<file path="src/sv/pgf_pkg.sv">
package pgf_pkg;

   localparam int POS_W       = 32;
   localparam int MASS_W      = 56;
   localparam int ACC_W       = 48;
   localparam int G_W         = 32;
   localparam int DIFF_W      = POS_W + 1;
   localparam int MAG_W       = POS_W + 1;
   localparam int R2_W        = 2 * MAG_W;
   localparam int ROOT_W      = MAG_W + 1;
   localparam int DEN_W       = R2_W + ROOT_W;
   localparam int GM_W        = G_W + MASS_W;
   localparam int FRAC_SHIFT  = 16;
   localparam int DD_W        = MAG_W + FRAC_SHIFT;
   localparam int NUM_W       = GM_W + DD_W;
   localparam int QUO_W       = ACC_W - 1;
   localparam int MUL_CHUNK_W = 32;
   localparam int MUL_LAT     = 3;
   localparam int SQRT_LAT    = ROOT_W;
   localparam int DIV_LAT     = QUO_W + 1;

   localparam logic [QUO_W-1:0] MAG_MAX  = '1;
   localparam logic [G_W-1:0]   G_RESET  = G_W'(1);

   typedef struct packed {
      logic signed [ACC_W-1:0] first_accel_x;
      logic signed [ACC_W-1:0] first_accel_y;
      logic signed [ACC_W-1:0] first_accel_z;
      logic signed [ACC_W-1:0] second_accel_x;
      logic signed [ACC_W-1:0] second_accel_y;
      logic signed [ACC_W-1:0] second_accel_z;
      logic                    coincident;
   } rsp_type;

endpackage

</file>
<file path="src/sv/pgf_mul.sv">
module pgf_mul
   import pgf_pkg::*;
#(
   parameter int A_W = 32,
   parameter int B_W = 32,
   parameter int P_W = A_W + B_W
) (
   input  logic           clock,
   input  logic           en,
   input  logic [A_W-1:0] a,
   input  logic [B_W-1:0] b,
   output logic [P_W-1:0] p
);

   localparam int C     = MUL_CHUNK_W;
   localparam int NA    = (A_W + C - 1) / C;
   localparam int NB    = (B_W + C - 1) / C;
   localparam int AX_W  = NA * C;
   localparam int BX_W  = NB * C;
   localparam int PP_W  = 2 * C;
   localparam int ROW_W = AX_W + C;
   localparam int SUM_W = AX_W + BX_W;

   logic [AX_W-1:0]  a_ext;
   logic [BX_W-1:0]  b_ext;
   logic [PP_W-1:0]  pp_in  [NA][NB];
   logic [PP_W-1:0]  pp_ff  [NA][NB];
   logic [ROW_W-1:0] row_in [NB];
   logic [ROW_W-1:0] row_ff [NB];
   logic [SUM_W-1:0] p_in;
   logic [SUM_W-1:0] p_ff;

   assign a_ext = AX_W'(a);
   assign b_ext = BX_W'(b);

   // chunk products
   always_comb begin
      for (int i = 0; i < NA; i++) begin
         for (int j = 0; j < NB; j++) begin
            pp_in[i][j] = PP_W'(a_ext[i*C +: C]) * PP_W'(b_ext[j*C +: C]);
         end
      end
   end

   // one row per chunk of b
   always_comb begin
      for (int j = 0; j < NB; j++) begin
         row_in[j] = '0;
         for (int i = 0; i < NA; i++) begin
            row_in[j] = row_in[j] + (ROW_W'(pp_ff[i][j]) << (i * C));
         end
      end
   end

   always_comb begin
      p_in = '0;
      for (int j = 0; j < NB; j++) begin
         p_in = p_in + (SUM_W'(row_ff[j]) << (j * C));
      end
   end

   always_ff @(posedge clock) begin
      if (en) begin
         pp_ff  <= pp_in;
         row_ff <= row_in;
         p_ff   <= p_in;
      end
   end

   assign p = p_ff[P_W-1:0];

endmodule

</file>
<file path="config.mk">
export PLATFORM = sky130hd
export DESIGN_NAME = pgf_mul
export DESIGN_NICKNAME = d
export VERILOG_FILES = /design/src/sv/pgf_pkg.sv /design/src/sv/pgf_mul.sv
export SDC_FILE = /design/constraint.sdc
export NUM_CORES = 2
export LEC_CHECK = 0
export BUFFER_PORTS_ARGS = -buffer_cell sky130_fd_sc_hd__buf_4
export CORE_ASPECT_RATIO = 0.9
export CORE_MARGIN = 2
export CORE_UTILIZATION = 38
export CTS_CLUSTER_DIAMETER = 80
export CTS_CLUSTER_SIZE = 8
export DETAILED_ROUTE_END_ITERATION = 8
export GPL_ROUTABILITY_DRIVEN = 0
export PLACE_DENSITY_LB_ADDON = 0.3
export SYNTH_ARGS = -nofsm -noshare
export SYNTH_HDL_FRONTEND = slang
export SYNTH_SLANG_ARGS = --single-unit
</file>
<file path="constraint.sdc">
create_clock -name clock -period 8.53 [get_ports clock]
set_input_delay 1.2795 -clock clock [delete_from_list [all_inputs] [get_ports clock]]
set_output_delay 1.2795 -clock clock [all_outputs]
set_load 0.005 [all_outputs]
</file>
# Yosys cells after proc, flatten, opt, wreduce, memory -nomap -nowiden
# Index checks and enable logic that the tools add are counted.
[classes] mul=1
[op_table] op="multiplier 32 x 32 -> 64 bit" count=1
[word_totals] regBits=192 out_inout_bits=64 wordCells=4

# Longest topological paths before layout
[logic_depth] depth_word=1 depth_mapped=29 mapped_depth_nobuf=27

# Worst setup path before layout
# OpenSTA, ideal clock, no wires.
[synth_timing] path_type="in2reg" from="input a[16]" to="register pp_ff[63] (netlist bit), data pin" arrival_time_ps=7831 required_time_ps=8266 setup_slack_ps=435 path_stages=24 n_path_buf=1 path_cell_list="clkbuf_1 and2_1 fa_1 inv_1 fa_1 fa_1 fa_1 inv_1 fa_1 inv_1 fa_1 inv_1 fa_1 fa_1 ha_1 a21o_1 a31oi_1 o211ai_1 nor4b_1 o21ai_1 a21boi_1 o21ai_1 a221oi_1 xnor2_1"
[synth_lines] element="from (decl)" line="pgf_mul.sv:10" text="input logic [A_W-1:0] a,"
[synth_lines] element="to (signal assigned)" line="pgf_mul.sv:64" text="pp_ff <= pp_in;"
[synth_lines] element="to (decl)" line="pgf_mul.sv:27" text="logic [PP_W-1:0] pp_ff [NA][NB];"

==> run_results.csv <==
group,metric,value,unit
finish,area_growth,10.9,%
logic_synthesis,synthFlopType,"edfxtp_1",
logic_synthesis,synthXorXnorAreaFrac,0.0135,
floorplan,coreArea,102000,µm²
logic_synthesis,synth_edf_count,192,
logic_synthesis,synth-compound-area-share,0.0358,
floorplan,initial_utilization,0.384,
sta,period_minus_slack,8.19,ns
clocking,post_cts_resized,0,
sta,maxSlewHeadroom,0.323,
global_route,first_global_vias,27700,
detailed_routing,route.antenna.remaining_nets,0,
logic_synthesis,yosys_warnings,0,
detailed_routing,drc,0,
critical_path,crit_path_max_fanout,11,
logic_synthesis,synth_async_sr_flop_share,0,
sta,post-route-period-util,0.960,
global_route,grt_pass1_wl,159,mm
clocking,cts_buffers,17,
logic_synthesis,synth_top_family_by_area,"adder cells",
floorplan,pin_count,130,
floorplan,die_y,308,µm
logic_synthesis,synth_simple_gate_area_frac,0.155,
min_path,worstHoldPathCells,0,
finish,final_common_cell,"fa_1",
floorplan,die_w,342,µm
logic_synthesis,synth_fa_ha_area_frac,0.544,
critical_path,worstSetupEndpointType,"register",
critical_path,cp-start-kind,"input port",
global_route,grt_max_degree,126,
clocking,cts_hold_buffers,0,
clocking,clock_sinks,192,
sta,slew_violations,0,
detailed_routing,wl_per_cell,18.4,µm
clocking,clkTransAtPathRegs,0.07,ns
place,hpwlAfterDp,87.4,mm
global_route,grt-ovfl-total,0,
sta,rsz0062_at_grt,"false",
sta,final_hold_viol_count,0,
sta,fin_setup_tns,0,ns
critical_path,critPathSlowestCell,"or4_4",
detailed_routing,drt_pass1_iterations,5,
detailed_routing,viasPerCell,4.82,
clocking,cts_tree,"done",
sta,setup_viol,0,
logic_synthesis,syn_area_per_cell,10.1,µm²
logic_synthesis,synth_area,39000,µm²
detailed_routing,drt_iter0_drc,1555,
sta,skew,0.00648,ns
min_path,hp-start,"row_ff[48]",
finish,layout_common_cells,"fa_1, inv_1, and2_1",
logic_synthesis,muxShareOfSynthArea,0.000256,
critical_path,critical_path_arrival,8.43,ns
critical_path,critPathMaxStageDelay,0.58,ns
critical_path,worst-setup-path-type,"in -> reg",
critical_path,crit_path_start,"b[2]",
logic_synthesis,yosys_register_bits,192,
flow_run,maxCapViolCount,0,
logic_synthesis,syn_inst,3871,
min_path,hp-class,"reg -> reg",
sta,max_slew.worst_pin.slew,1.01,ns
critical_path,rr_worst_depth,0,
detailed_routing,drt-total-wl,99.4,mm
clocking,clkLatencyLatePin,0.43,ns
logic_synthesis,synth-seq-area-share,0.148,
clocking,clockRootBuffer,"clkbuf_16",
clocking,htreeDepth,4,
critical_path,path_cells,"buf_4, buf_4, and2_1, fa_1, inv_1, fa_1, fa_1, fa_1, inv_1, fa_1, fa_1, fa_1, fa_1, ha_1, and3_1, nand2_1, or4_1, or4_4, a21boi_2, nor2_1, a311oi_2",
logic_synthesis,yosysUniqueCellTypes,64,
critical_path,reg2reg_from,"pp_ff[50]",
place,io_buffers,129,
critical_path,required,8.77,ns
finish,drive_gt1_frac,0.0969,
global_route,grt_usage,0.195,
clocking,cts_buffer_depth,2,
sta,fmax,122,MHz
logic_synthesis,syn_nets,5096,
global_route,grt_antenna_before_repair,7,
status,run_status,"finished, final reports clean",
critical_path,crit_top_cell,"fa_1",
floorplan,rows,111,
finish,finalNetCount,5249,
detailed_routing,num_vias,26000,
floorplan,dieArea,105000,µm²
clocking,post_cts_buffers,0,
## worst max-delay path: cells and delay by family
kind            cells  cell delay, ns
simple gates        6            1.78
compound gates      2            0.50
fa+ha+maj           9            4.42
buf+inv             4            0.44
## cells in the mapped netlist (all sizes together), types with 11 or more instances
library cell | n | area share
fa | 896 | 0.46
inv | 865 | 0.083
and2 | 604 | 0.097
nand2 | 473 | 0.045
ha | 263 | 0.084
clkbuf | 211 | 0.020
edfxtp | 192 | 0.15
a21oi | 65 | 0.0084
xnor2 | 44 | 0.0099
o21ai | 37 | 0.0047
a21o | 36 | 0.0070
nor2 | 27 | 0.0027
nand3 | 18 | 0.0023
xor2 | 16 | 0.0036
a31oi | 13 | 0.0021
nand4 | 12 | 0.0023
o21bai | 11 | 0.0021
## per-stage QoR
| stage | instance area, µm² | setup slack (ns) | cells | hold slack (ns) | util |
|---|---|---|---|---|---|
| floorplan | 39000 | 0.435 | 3871 | 0.400 | - |
| global placement | 42700 | -0.0781 | 5361 | 0.400 | 0.420 |
| detailed placement | 42700 | -0.116 | 5361 | 0.405 | 0.420 |
| CTS | 43300 | 0.363 | 5393 | 0.417 | 0.425 |
| global route | 43300 | 0.0865 | 5394 | 0.423 | 0.425 |
| finish | 43300 | 0.338 | 5395 | 0.417 | 0.425 |
## registers in the layout (all words and copies together) (netlist names)
name    cells
p          64
pp_ff      64
row_ff     64
## path summary, 6_finish.rpt
| path | to | slack (ns) |
|---|---|---|
| hold reg to reg | p[48] | 0.42 |
| setup / recovery | pp_ff[56] | 0.34 |
| hold / removal | p[48] | 0.42 |
| setup reg to reg | row_ff[50] | 7.83 |
## routing by layer
layer	vias to the layer above	GRT usage	wire, µm	share of wire
met5	-	0	32	0.00032
met4	6	0.0358	1510	0.015
met3	80	0.0446	7970	0.080
met2	731	0.294	42900	0.43
met1	13400	0.287	46900	0.47
li1	11700	-	-	-
## kinds of logic after synthesis
group,after synthesis
flip-flops,192
AO/OA/AOI/OAI,211
buffers and inverters,1079
AND/OR/NAND/NOR,1169
XOR/XNOR,60
multiplexers,1
adder cells (fa/ha/maj),1159
## cell type report
class,count,area (µm²)
diodes,2,5.00
fillers,9875,58500
flip-flops and latches,192,5770
clock buffers,19,433
repair buffers,348,2770
multi-input cells,2600,29200
clock inverters,13,158
inverters,865,3250
well taps,1356,1700
Power is left out: the tool's default activity adds up to more than one toggle a clock period on the data nets, which glitch-free logic cannot reach.
