$ cat config.mk
export PLATFORM = sky130hd
export DESIGN_NAME = pgf_out_buf
export DESIGN_NICKNAME = d
export VERILOG_FILES = /design/src/sv/pgf_pkg.sv /design/src/sv/pgf_out_buf.sv
export SDC_FILE = /design/constraint.sdc
export NUM_CORES = 1
export LEC_CHECK = 0
export ABC_CLOCK_PERIOD_IN_PS = 7900
export BUFFER_PORTS_ARGS = -buffer_cell sky130_fd_sc_hd__buf_2
export CAP_MARGIN = 20
export CORE_MARGIN = 3
export CORE_UTILIZATION = 45
export CTS_CLUSTER_SIZE = 30
export DETAILED_ROUTE_END_ITERATION = 7
export PLACE_DENSITY_LB_ADDON = 0.15
export SYNTH_ARGS = -nofsm -noshare
export SYNTH_HDL_FRONTEND = slang
export SYNTH_SLANG_ARGS = --single-unit
$ cat constraint.sdc
create_clock -name clock -period 7.9 [get_ports clock]
set_clock_uncertainty 0.1 [all_clocks]
set_input_delay 1.58 -clock clock [delete_from_list [all_inputs] [get_ports clock]]
set_output_delay 1.58 -clock clock [all_outputs]
set_load 0.02 [all_outputs]
$ cat src/sv/pgf_pkg.sv
package pgf_pkg;

   localparam int POS_W       = 32;
   localparam int MASS_W      = 56;
   localparam int ACC_W       = 48;
   localparam int G_W         = 32;
   localparam int DIFF_W      = POS_W + 1;
   localparam int MAG_W       = POS_W + 1;
   localparam int R2_W        = 2 * MAG_W;
   localparam int ROOT_W      = MAG_W + 1;
   localparam int DEN_W       = R2_W + ROOT_W;
   localparam int GM_W        = G_W + MASS_W;
   localparam int FRAC_SHIFT  = 16;
   localparam int DD_W        = MAG_W + FRAC_SHIFT;
   localparam int NUM_W       = GM_W + DD_W;
   localparam int QUO_W       = ACC_W - 1;
   localparam int MUL_CHUNK_W = 32;
   localparam int MUL_LAT     = 3;
   localparam int SQRT_LAT    = ROOT_W;
   localparam int DIV_LAT     = QUO_W + 1;

   localparam logic [QUO_W-1:0] MAG_MAX  = '1;
   localparam logic [G_W-1:0]   G_RESET  = G_W'(1);

   typedef struct packed {
      logic signed [ACC_W-1:0] first_accel_x;
      logic signed [ACC_W-1:0] first_accel_y;
      logic signed [ACC_W-1:0] first_accel_z;
      logic signed [ACC_W-1:0] second_accel_x;
      logic signed [ACC_W-1:0] second_accel_y;
      logic signed [ACC_W-1:0] second_accel_z;
      logic                    coincident;
   } rsp_type;

endpackage

$ cat src/sv/pgf_out_buf.sv
module pgf_out_buf
   import pgf_pkg::*;
(
   input  logic    clock,
   input  logic    reset,
   input  logic    in_valid,
   input  rsp_type in_data,
   output logic    full,
   output logic    out_valid,
   output rsp_type out_data,
   input  logic    out_stall
);

   localparam logic [1:0] BUF_FULL = 2'd2;

   logic [1:0] count_ff, count_in;
   rsp_type    head_ff, head_in;
   rsp_type    tail_ff, tail_in;
   logic       push, pop;

   assign full      = count_ff == BUF_FULL;
   assign out_valid = count_ff != 2'd0;
   assign out_data  = head_ff;
   assign push      = in_valid && !full;
   assign pop       = out_valid && !out_stall;

   always_comb begin
      head_in  = head_ff;
      tail_in  = tail_ff;
      count_in = count_ff + 2'(push) - 2'(pop);
      if (pop) begin
         head_in = tail_ff;
      end
      if (push) begin
         if (count_ff == 2'd0 || (count_ff == 2'd1 && pop)) begin
            head_in = in_data;
         end else begin
            tail_in = in_data;
         end
      end
   end

   always_ff @(posedge clock) begin
      if (reset) begin
         count_ff <= '0;
      end else begin
         count_ff <= count_in;
      end
   end

   always_ff @(posedge clock) begin
      head_ff <= head_in;
      tail_ff <= tail_in;
   end

endmodule

Word-level counts from Yosys, hierarchy flattened:

Cells that the tools add are included.

* reductions and logical operators: 9
* equal/unequal tests: 2
* $add $sub $neg: 2
* mux-type cells: 3
* bitwise logic cells: 1

Operators with widths (number)
* 289-bit two-way mux: 3
* 1-bit logical AND: 3
* 2-bit by 1-bit adder with 2-bit output: 1
* 2-bit by 1-bit equality test with 1-bit output (second input constant): 1
* 2-bit equality test (second input constant): 1
* 1-bit zero test: 2
* 2-bit zero test: 1
* 2-bit AND reduction: 1
* 2-bit nonzero test: 1
* 2-bit by 1-bit subtractor with 2-bit output: 1
* 1-bit logical OR: 1
* 1-bit NOT: 1

* register bits: 580
* bits of input ports: 293
* output and inout port bits: 291
* logic and storage cells: 32

Logic depth before layout (Yosys ltp):

Gate-level depths: netlist of the first run.

* depth after elaboration: 6
* depth in mapped cells: 7

Worst setup path before layout of the first run:

OpenSTA, ideal clock, no wires.

* path kind: input to register
* start: input in_valid
* end: register tail_ff[0] (netlist name), enable pin
* data required time: 7160 ps
* path slack: -140 ps
* path buffers: 0
* arrival: 7300 ps
* stages: 1
* setup time: 640 ps
* path through: o211a_1

* longest elaborated chain between the ends: 2

Ends and longest elaborated chain
* from (decl): line pgf_out_buf.sv:6 `input logic in_valid,`
* 1-bit logical AND: line pgf_out_buf.sv:24 `assign push = in_valid && !full;`
* 2-bit AND reduction (no line)
* to (signal assigned): line pgf_out_buf.sv:53 `tail_ff <= tail_in;`
* to (decl): line pgf_out_buf.sv:18 `rsp_type tail_ff, tail_in;`

Every way passes these cells.
A chain may end at the register's enable or synchronous reset.

==> results.cfg, run 1 <==
[sta]
period_needed_ns = 3.80
final_max_slew_viol_count = 0
tns_ns = 0
setup_viol = 0
tightest_slew_ns = 1.07
hold_viol = 0
slew_headroom_pct = 28.6
grt_setup_unrepaired = false
fmax_ghz = 0.263
worst_slack_ns = 4.10
post-route-period-util_pct = 48.2

[critical_path]
crit_family = buffers and inverters
cpPeakStageDelay_ns = 0.61
cp_max_fo = 144
slowest_stage = buf_12
endpoint_kind = flop
cp.arrival_ns = 4.18
path_buf_inv = 3
crit_chain = buf_2 -> o21bai_4 -> buf_12 -> buf_12 -> mux2_2 -> mux2_2
critPathRequiredTime_ns = 8.28
startpoint_type = input port
crit_type = input port to flop

[yosys]
synth-seq-cells = 580
synth_area_leader_cell = edfxtp_1
synth_top_family_by_area = multiplexers
synthSimpleGateAreaFrac_pct = 0.206
synth.yosys.seq_area_share_pct = 66.3
ys.warnings.count = 0
syn_nets = 1533
synth.area.mux_share_pct = 31.5
synth_cell_types = 20
synth_compound_area_share_pct = 0.149
avgSynthCellArea_sq_um = 17.7
synthTopCellsByArea = edfxtp_1 40%, dfxtp_1 27%, mux2_2 25%
synth_xor_xnor_area_share_pct = 0.0400
synthAdderAreaFrac_pct = 0.0572
synth_top_area_share_pct = 39.6
netlist_instances = 1239
synth_area_sq_mm = 0.0219

[floorplanning]
io_pins = 584
coreArea_sq_mm = 0.0478
start_util_pct = 45.7
die_x_microns = 227
fp.dieH_microns = 227
row_count = 80
dieArea_sq_mm = 0.0513

[final_layout]
final_nets = 2122
fin_cells = 2500
final_common_cell = buf_2
synthToLayoutAreaGrowth_pct = 24.5
layout-drive-gt1-share_pct = 67.3
fillers = 3973
layout_common_cells = 583 x buf_2, 479 x mux2_2, 291 x dfxtp_1, 289 x edfxtp_1, 100 x mux2_4

[place]
placedCellCount = 2382
place_congestion = 0.749
dpl.hpwl_microns = 36000
dpl_worst_slack_ns = 3.60
portBuffers = 583

[detailed_routing]
ant_nets = 0
wl_per_cell_microns = 20.8
vias_per_cell = 4.93
drt_iter0_markers = 428
routed_wl_microns = 51900
drc = 0
drt_first_pass_iters = 4
via_count = 12300

[pwr]
p_leak_nw = 11.3
p_per_area_mw_per_mm2 = 435
ir_drop_uv = 274

[grt]
first_global_vias = 12700
grt-ovfl-total = 0
grt_util_all_layers_pct = 19.3
grt_antenna_before_repair = 20
grt_max_degree = 147
grt_pass1_wl_microns = 75300

[clock_network]
cts_resized = 0
clk_latency_ns = 0.59
cts_root_buf = clkbuf_16
cts.clk_slew.worst_paths_ns = 0.06
cts_sinks = 580
tritoncts = built
clk_path_buf_depth = 3
hold_buffers = 0
post_cts_buffers = 0
ctsHtreeMaxLevel = 2
cts_buffers = 59

[min_path]
hold_class = flop to flop

[run_status]
outcome = finished clean

[job]
drv_cap = 0
-- layer usage --
metal	GRT usage, %	vias to the layer above	part of all wire (%)
li1	-	5852	-
met1	21.9	5989	38
met2	34.0	362	51
met3	7.16	86	8.7
met4	5.56	26	2.0
met5	0	-	0.32
-- Yosys cell counts (all sizes together) --
cell    instances
o21ai           2
clkbuf          2
xor2            1
nand2           1
nor2            2
a21oi           1
o21bai          1
nand3           1
mux2          579
o211a           1
buf            62
nor2b           2
or2             1
ha              1
edfxtp        289
or4b            1
dfxtp         291
inv             1
-- stage by stage --
stage | total power [mW] | hold WS [ns] | cell area, sq um | util, %
final | 11.9 | 0.492 | 27200 | 56.9
after global routing | 12.4 | 0.508 | 27200 | 56.9
after CTS | 12.0 | 0.492 | 27200 | 56.9
after detailed placement | 9.29 | 0.484 | 25300 | 53.0
after global placement | 9.19 | 0.477 | 25300 | 53.0
after floorplan | 7.87 | 0.472 | 21900 | -
-- path summary, 6_finish.rpt --
| check | start | end | slack (ns) | cells after the start |
|---|---|---|---|---|
| setup / recovery | out_stall | out_data[99] | 4.10 | 6 |
| hold / removal | tail_ff[183] | out_data[183] | 0.49 | 2 |
| setup reg to reg | count_ff[0] | out_data[99] | 4.76 | 5 |
| hold reg to reg | tail_ff[183] | out_data[183] | 0.49 | 2 |
-- cell families after synthesis --
kind of cell	after synthesis
DFF	580
muxes	579
buffers and inverters	65
and+or+nand+nor	8
AOI/OAI and AO/OA	5
xor gates and xnor gates	1
adders and majority gates	1
-- cell type report --
cell class / instances / area [sq um] / share of cell area, %
tap: 615 / 769 / 2.82
sequential: 580 / 14500 / 53.2
clock buffer: 93 / 1760 / 6.47
multi-input combinational: 594 / 7030 / 25.8
antenna: 8 / 20.0 / 0.0735
inverter: 1 / 3.75 / 0.0138
timing repair buffer: 592 / 3040 / 11.1
clock inverter: 17 / 125 / 0.459
-- power breakdown --
part	switching (mW)	internal, mW
Sequential	0.390	4.13
Clock	1.11	1.56
Combinational	2.40	2.26
Total	3.90	7.95
-- registers in the layout (all words and copies together) (netlist names) --
| signal | count |
|---|---|
| count_ff | 2 |
| out_data | 289 |
| tail_ff | 289 |
-- worst min-delay path: cells and delay by family (launching register included) --
family / cells / cell delay (ns)
DFF: 1 / 0.32
muxes: 2 / 0.26
No activity file was read; power rests on OpenSTA's default activity.
==> run 2: changes to the inputs <==
--- a/config.mk
+++ b/config.mk
@@ -5,7 +5,7 @@
 export SDC_FILE = /design/constraint.sdc
 export NUM_CORES = 1
 export LEC_CHECK = 0
-export ABC_CLOCK_PERIOD_IN_PS = 7900
+export ABC_CLOCK_PERIOD_IN_PS = 3600
 export BUFFER_PORTS_ARGS = -buffer_cell sky130_fd_sc_hd__buf_2
 export CAP_MARGIN = 20
 export CORE_MARGIN = 3
==> constraint.sdc (replaced) <==
create_clock -name clock -period 3.6 [get_ports clock]
set_clock_uncertainty 0.1 [all_clocks]
set_input_delay 0.72 -clock clock [delete_from_list [all_inputs] [get_ports clock]]
set_output_delay 0.72 -clock clock [all_outputs]
set_load 0.02 [all_outputs]
==> run 2 against run 1 <==
Count of clock-buffer cells in the layout is 5 lower. Via count is 0.74% higher. Worst hold slack worse by 0.29 ns. Critical endpoint is now out_data[154]. Register-to-register slack worse by 3.8 ns. Setup slack worse by 3.1 ns. Non-clock buffer count is 12 higher.
==> results.cfg, run 2 (synthesized netlist as in run 1, its figures left out) <==
[grt]
grt_antenna_before_repair = 22
grt_pass1_wl_microns = 75400
grt_max_degree = 92
grt-ovfl-total = 0
first_global_vias = 12600
grt_util_all_layers_pct = 19.3

[sta]
fmax_ghz = 0.382
setup_viol = 0
grt_setup_unrepaired = false
hold_viol = 0
slew_headroom_pct = 34.7
period_needed_ns = 2.62
tns_ns = 0
final_max_slew_viol_count = 0
tightest_slew_ns = 0.977
post-route-period-util_pct = 72.8

[min_path]
hold_class = input port to flop
hold_start = in_data[171]

[clock_network]
clk_latency_ns = 0.60
cts_buffers = 60
cts_root_buf = clkbuf_16
tritoncts = built
post_cts_buffers = 0
hold_buffers = 0
clk_path_buf_depth = 3
ctsHtreeMaxLevel = 2
cts_sinks = 580
cts.clk_slew.worst_paths_ns = 0.06
cts_resized = 0

[critical_path]
critPathRequiredTime_ns = 3.98
startpoint_type = flop
r2r_start = count_ff[0]
path_buf_inv = 2
cpPeakStageDelay_ns = 0.79
endpoint_kind = flop
crit_type = flop to flop
crit_family = compound AO/OA/AOI/OAI gates
slowest_stage = o21bai_4
cp.arrival_ns = 3.00
crit_chain = o21bai_4 -> buf_12 -> buf_12 -> mux2_2 -> mux2_2
cp_max_fo = 25
critPathLaunch = count_ff[0]

[final_layout]
multiInputGateArea_sq_mm = 0.00703
final_nets = 2135
seqCellArea_sq_mm = 0.0145
layout_common_cells = 583 x buf_2, 479 x mux2_2, 291 x dfxtp_1, 289 x edfxtp_1, 100 x mux2_4
design_area_sq_mm = 0.0275
synthToLayoutAreaGrowth_pct = 25.9
layout-drive-gt1-share_pct = 67.6
fillers = 3875
final_common_cell = buf_2

[detailed_routing]
drc = 0
drt_first_pass_iters = 4
routed_wl_microns = 52200
drt_iter0_markers = 543
wl_per_cell_microns = 20.7
vias_per_cell = 4.92
via_count = 12400
ant_nets = 0

[floorplanning]
fp.dieH_microns = 227
io_pins = 584
start_util_pct = 45.7
row_count = 80
die_x_microns = 227
dieArea_sq_mm = 0.0513
coreArea_sq_mm = 0.0478

[place]
dpl.hpwl_microns = 37200
place_congestion = 0.766
portBuffers = 583
postPlaceCellArea_sq_mm = 0.0256

[run_status]
outcome = finished clean

[job]
drv_cap = 0

[pwr]
finalPower_mw = 26.3
p_leak_nw = 11.4
p_per_area_mw_per_mm2 = 954
ir_drop_uv = 555
[run 2: routing by layer]
metal,part of all wire (%),track usage [%]
met1,39,22.4
met2,50,33.0
met3,8.5,7.28
met4,2.4,6.64
met5,0.22,0
[run 2: path summary, 6_finish.rpt]
path	slack, ns	depth (start not counted)	to
worst min register to register	0.49	2	out_data[67]
worst max register to register	0.98	5	out_data[154]
worst max-delay path	0.98	5	out_data[154]
worst min-delay path	0.20	1	tail_ff[171]
[run 2: stage by stage]
step	setup WS, ns	util [%]	cells	hold WS [ns]
5_1_grt	0.858	57.6	2515	0.163
2_1_floorplan	0.195	-	1239	0.472
4_1_cts	0.930	57.5	2505	0.152
6_report	0.981	57.6	2519	0.203
3_3_place_gp	0.919	53.4	2394	0.476
3_5_place_dp	0.886	53.4	2394	0.484
[run 2: area by class of cell]
cell class | count | share of cell area, %
clock buffer | 88 | 6.38
tap | 615 | 2.79
clock inverter | 23 | 0.731
timing repair buffer | 604 | 11.8
antenna | 14 | 0.127
multi-input combinational | 594 | 25.5
inverter | 1 | 0.0136
sequential | 580 | 52.7
[run 2: report_power, final]
group          switching (mW)  total [mW]  leakage [nW]  internal, mW
Sequential              0.888        9.96          5.08          9.07
Combinational            5.24        10.3          5.38          5.03
Clock                    2.47        6.05         0.960          3.58
Total                    8.61        26.3          11.4          17.7
==> run 3: changes to the inputs <==
--- a/config.mk
+++ b/config.mk
@@ -5,7 +5,7 @@
 export SDC_FILE = /design/constraint.sdc
 export NUM_CORES = 1
 export LEC_CHECK = 0
-export ABC_CLOCK_PERIOD_IN_PS = 3600
+export ABC_CLOCK_PERIOD_IN_PS = 2400
 export BUFFER_PORTS_ARGS = -buffer_cell sky130_fd_sc_hd__buf_2
 export CAP_MARGIN = 20
 export CORE_MARGIN = 3
==> constraint.sdc (replaced) <==
create_clock -name clock -period 2.4 [get_ports clock]
set_clock_uncertainty 0.1 [all_clocks]
set_input_delay 0.48 -clock clock [delete_from_list [all_inputs] [get_ports clock]]
set_output_delay 0.48 -clock clock [all_outputs]
set_load 0.02 [all_outputs]
==> run 3 against run 2 <==
Worst hold slack better by 0.13 ns. Global-route usage is 1.5 points higher. Critical path depth is 2 lower. Combinational power is 56% higher. Largest power group unchanged.
==> results.cfg, run 3 (synthesized netlist as in run 1, its figures left out) <==
[run_status]
outcome = finished clean

[clock_network]
clk_path_buf_depth = 3
cts.clk_slew.worst_paths_ns = 0.06
clk_latency_ns = 0.60
tritoncts = built
post_cts_buffers = 0
cts_resized = 0
hold_buffers = 290
cts_root_buf = clkbuf_16
cts_buffers = 59
cts_sinks = 580
ctsHtreeMaxLevel = 2

[sta]
setup_viol = 0
grt_setup_unrepaired = false
tightest_slew_ns = 0.546
slew_headroom_pct = 63.6
final_max_slew_viol_count = 0
hold_viol = 0
fmax_ghz = 0.481
period_needed_ns = 2.08
post-route-period-util_pct = 86.6

[final_layout]
fillers = 3542
synthToLayoutAreaGrowth_pct = 39.7
final_common_cell = buf_2
multiInputGateArea_sq_mm = 0.00703
seqCellArea_sq_mm = 0.0145
final_nets = 2439
design_area_sq_mm = 0.0306
layout_common_cells = 583 x buf_2, 479 x mux2_2, 291 x dfxtp_1, 290 x dlygate4sd3_1, 289 x edfxtp_1
layout-drive-gt1-share_pct = 58.7

[detailed_routing]
vias_per_cell = 4.86
via_count = 13700
drt_iter0_markers = 538
ant_nets = 0
drc = 0
wl_per_cell_microns = 19.6
drt_first_pass_iters = 4
routed_wl_microns = 55100

[floorplanning]
row_count = 80
coreArea_sq_mm = 0.0478
io_pins = 584
fp.dieH_microns = 227
start_util_pct = 45.7
dieArea_sq_mm = 0.0513
die_x_microns = 227

[critical_path]
crit_chain = inv_1 -> nor2_1 -> buf_2
path_buf_inv = 2
cp.arrival_ns = 1.50
cpPeakStageDelay_ns = 0.45
critPathRequiredTime_ns = 1.82
startpoint_type = flop
endpoint_kind = primary output
crit_type = flop to primary output
crit_family = flip-flops
cp_max_fo = 5
slowest_stage = dfxtp_1

[pwr]
netSwitchingFraction_pct = 32.7
p_clk_share_pct = 22.5
seqPwrFrac_pct = 37.3
p_per_area_mw_per_mm2 = 1310
p_int_mw = 27.0
power_switching_mw = 13.1
finalPower_mw = 40.1
p_leak_nw = 12.7
comb_power_share_pct = 40.2
ir_drop_uv = 817

[place]
postPlaceCellArea_sq_mm = 0.0257
dpl.hpwl_microns = 38200
portBuffers = 583
place_congestion = 0.765

[grt]
grt_antenna_before_repair = 6
grt_pass1_wl_microns = 83300
grt_util_all_layers_pct = 20.8
grt_max_degree = 87
grt-ovfl-total = 0
first_global_vias = 14600

[min_path]
hold_class = input port to flop

[job]
drv_cap = 0
[run 3: layer usage]
metal	vias up	wire length, microns	global-route usage (%)
li1	6482	-	-
met1	6674	21500	24.4
met2	402	27400	35.8
met3	118	4150	6.77
met4	4	2040	7.99
met5	-	27	0
[run 3: layout make-up]
type | count | share of cell area [%]
Antenna cell | 4 | 0.0327
Clock buffer | 91 | 5.75
Inverter | 1 | 0.0123
Multi-Input combinational cell | 594 | 23.0
Tap cell | 615 | 2.52
Clock inverter | 20 | 0.552
Sequential cell | 580 | 47.4
Timing Repair Buffer | 909 | 20.7
[run 3: path summary, 6_finish.rpt]
check | startpoint | endpoint | slack (ns) | cells after the start
min | out_stall | count_ff[1] | 0.33 | 4
max | count_ff[1] | full | 0.32 | 3
max reg2reg | count_ff[0] | out_data[52] | 0.38 | 5
min reg2reg | tail_ff[287] | out_data[287] | 0.49 | 2
[run 3: power groups by stage]
| stage | Clock (mW) | Sequential [mW] | Combinational (mW) |
|---|---|---|---|
| after floorplan | 0 | 18.3 | 7.57 |
| after detailed placement | 0 | 15.2 | 15.8 |
| final | 9.03 | 15.0 | 16.1 |
| after global placement | 0 | 15.0 | 15.6 |
| after global routing | 9.69 | 15.3 | 17.2 |
| after CTS | 9.30 | 15.0 | 16.3 |
[run 3: tightest hold or removal path: cells and delay by family]
family | cells | cell delay (ns)
compound gates | 2 | 0.22
mux | 1 | 0.16
buf+inv | 1 | 0.13
[run 3: per-stage QoR]
stage | cells | TNS (ns) | setup slack [ns] | hold slack (ns) | utilization, %
6_report | 2814 | 0 | 0.323 | 0.329 | 63.9
5_1_grt | 2814 | 0 | 0.233 | 0.348 | 63.9
4_1_cts | 2810 | 0 | 0.285 | 0.281 | 63.9
3_5_place_dp | 2409 | 0 | 0.237 | 0.483 | 53.8
3_3_place_gp | 2409 | 0 | 0.259 | 0.475 | 53.8
2_1_floorplan | 1239 | -221.19 | -0.765 | 0.452 | -
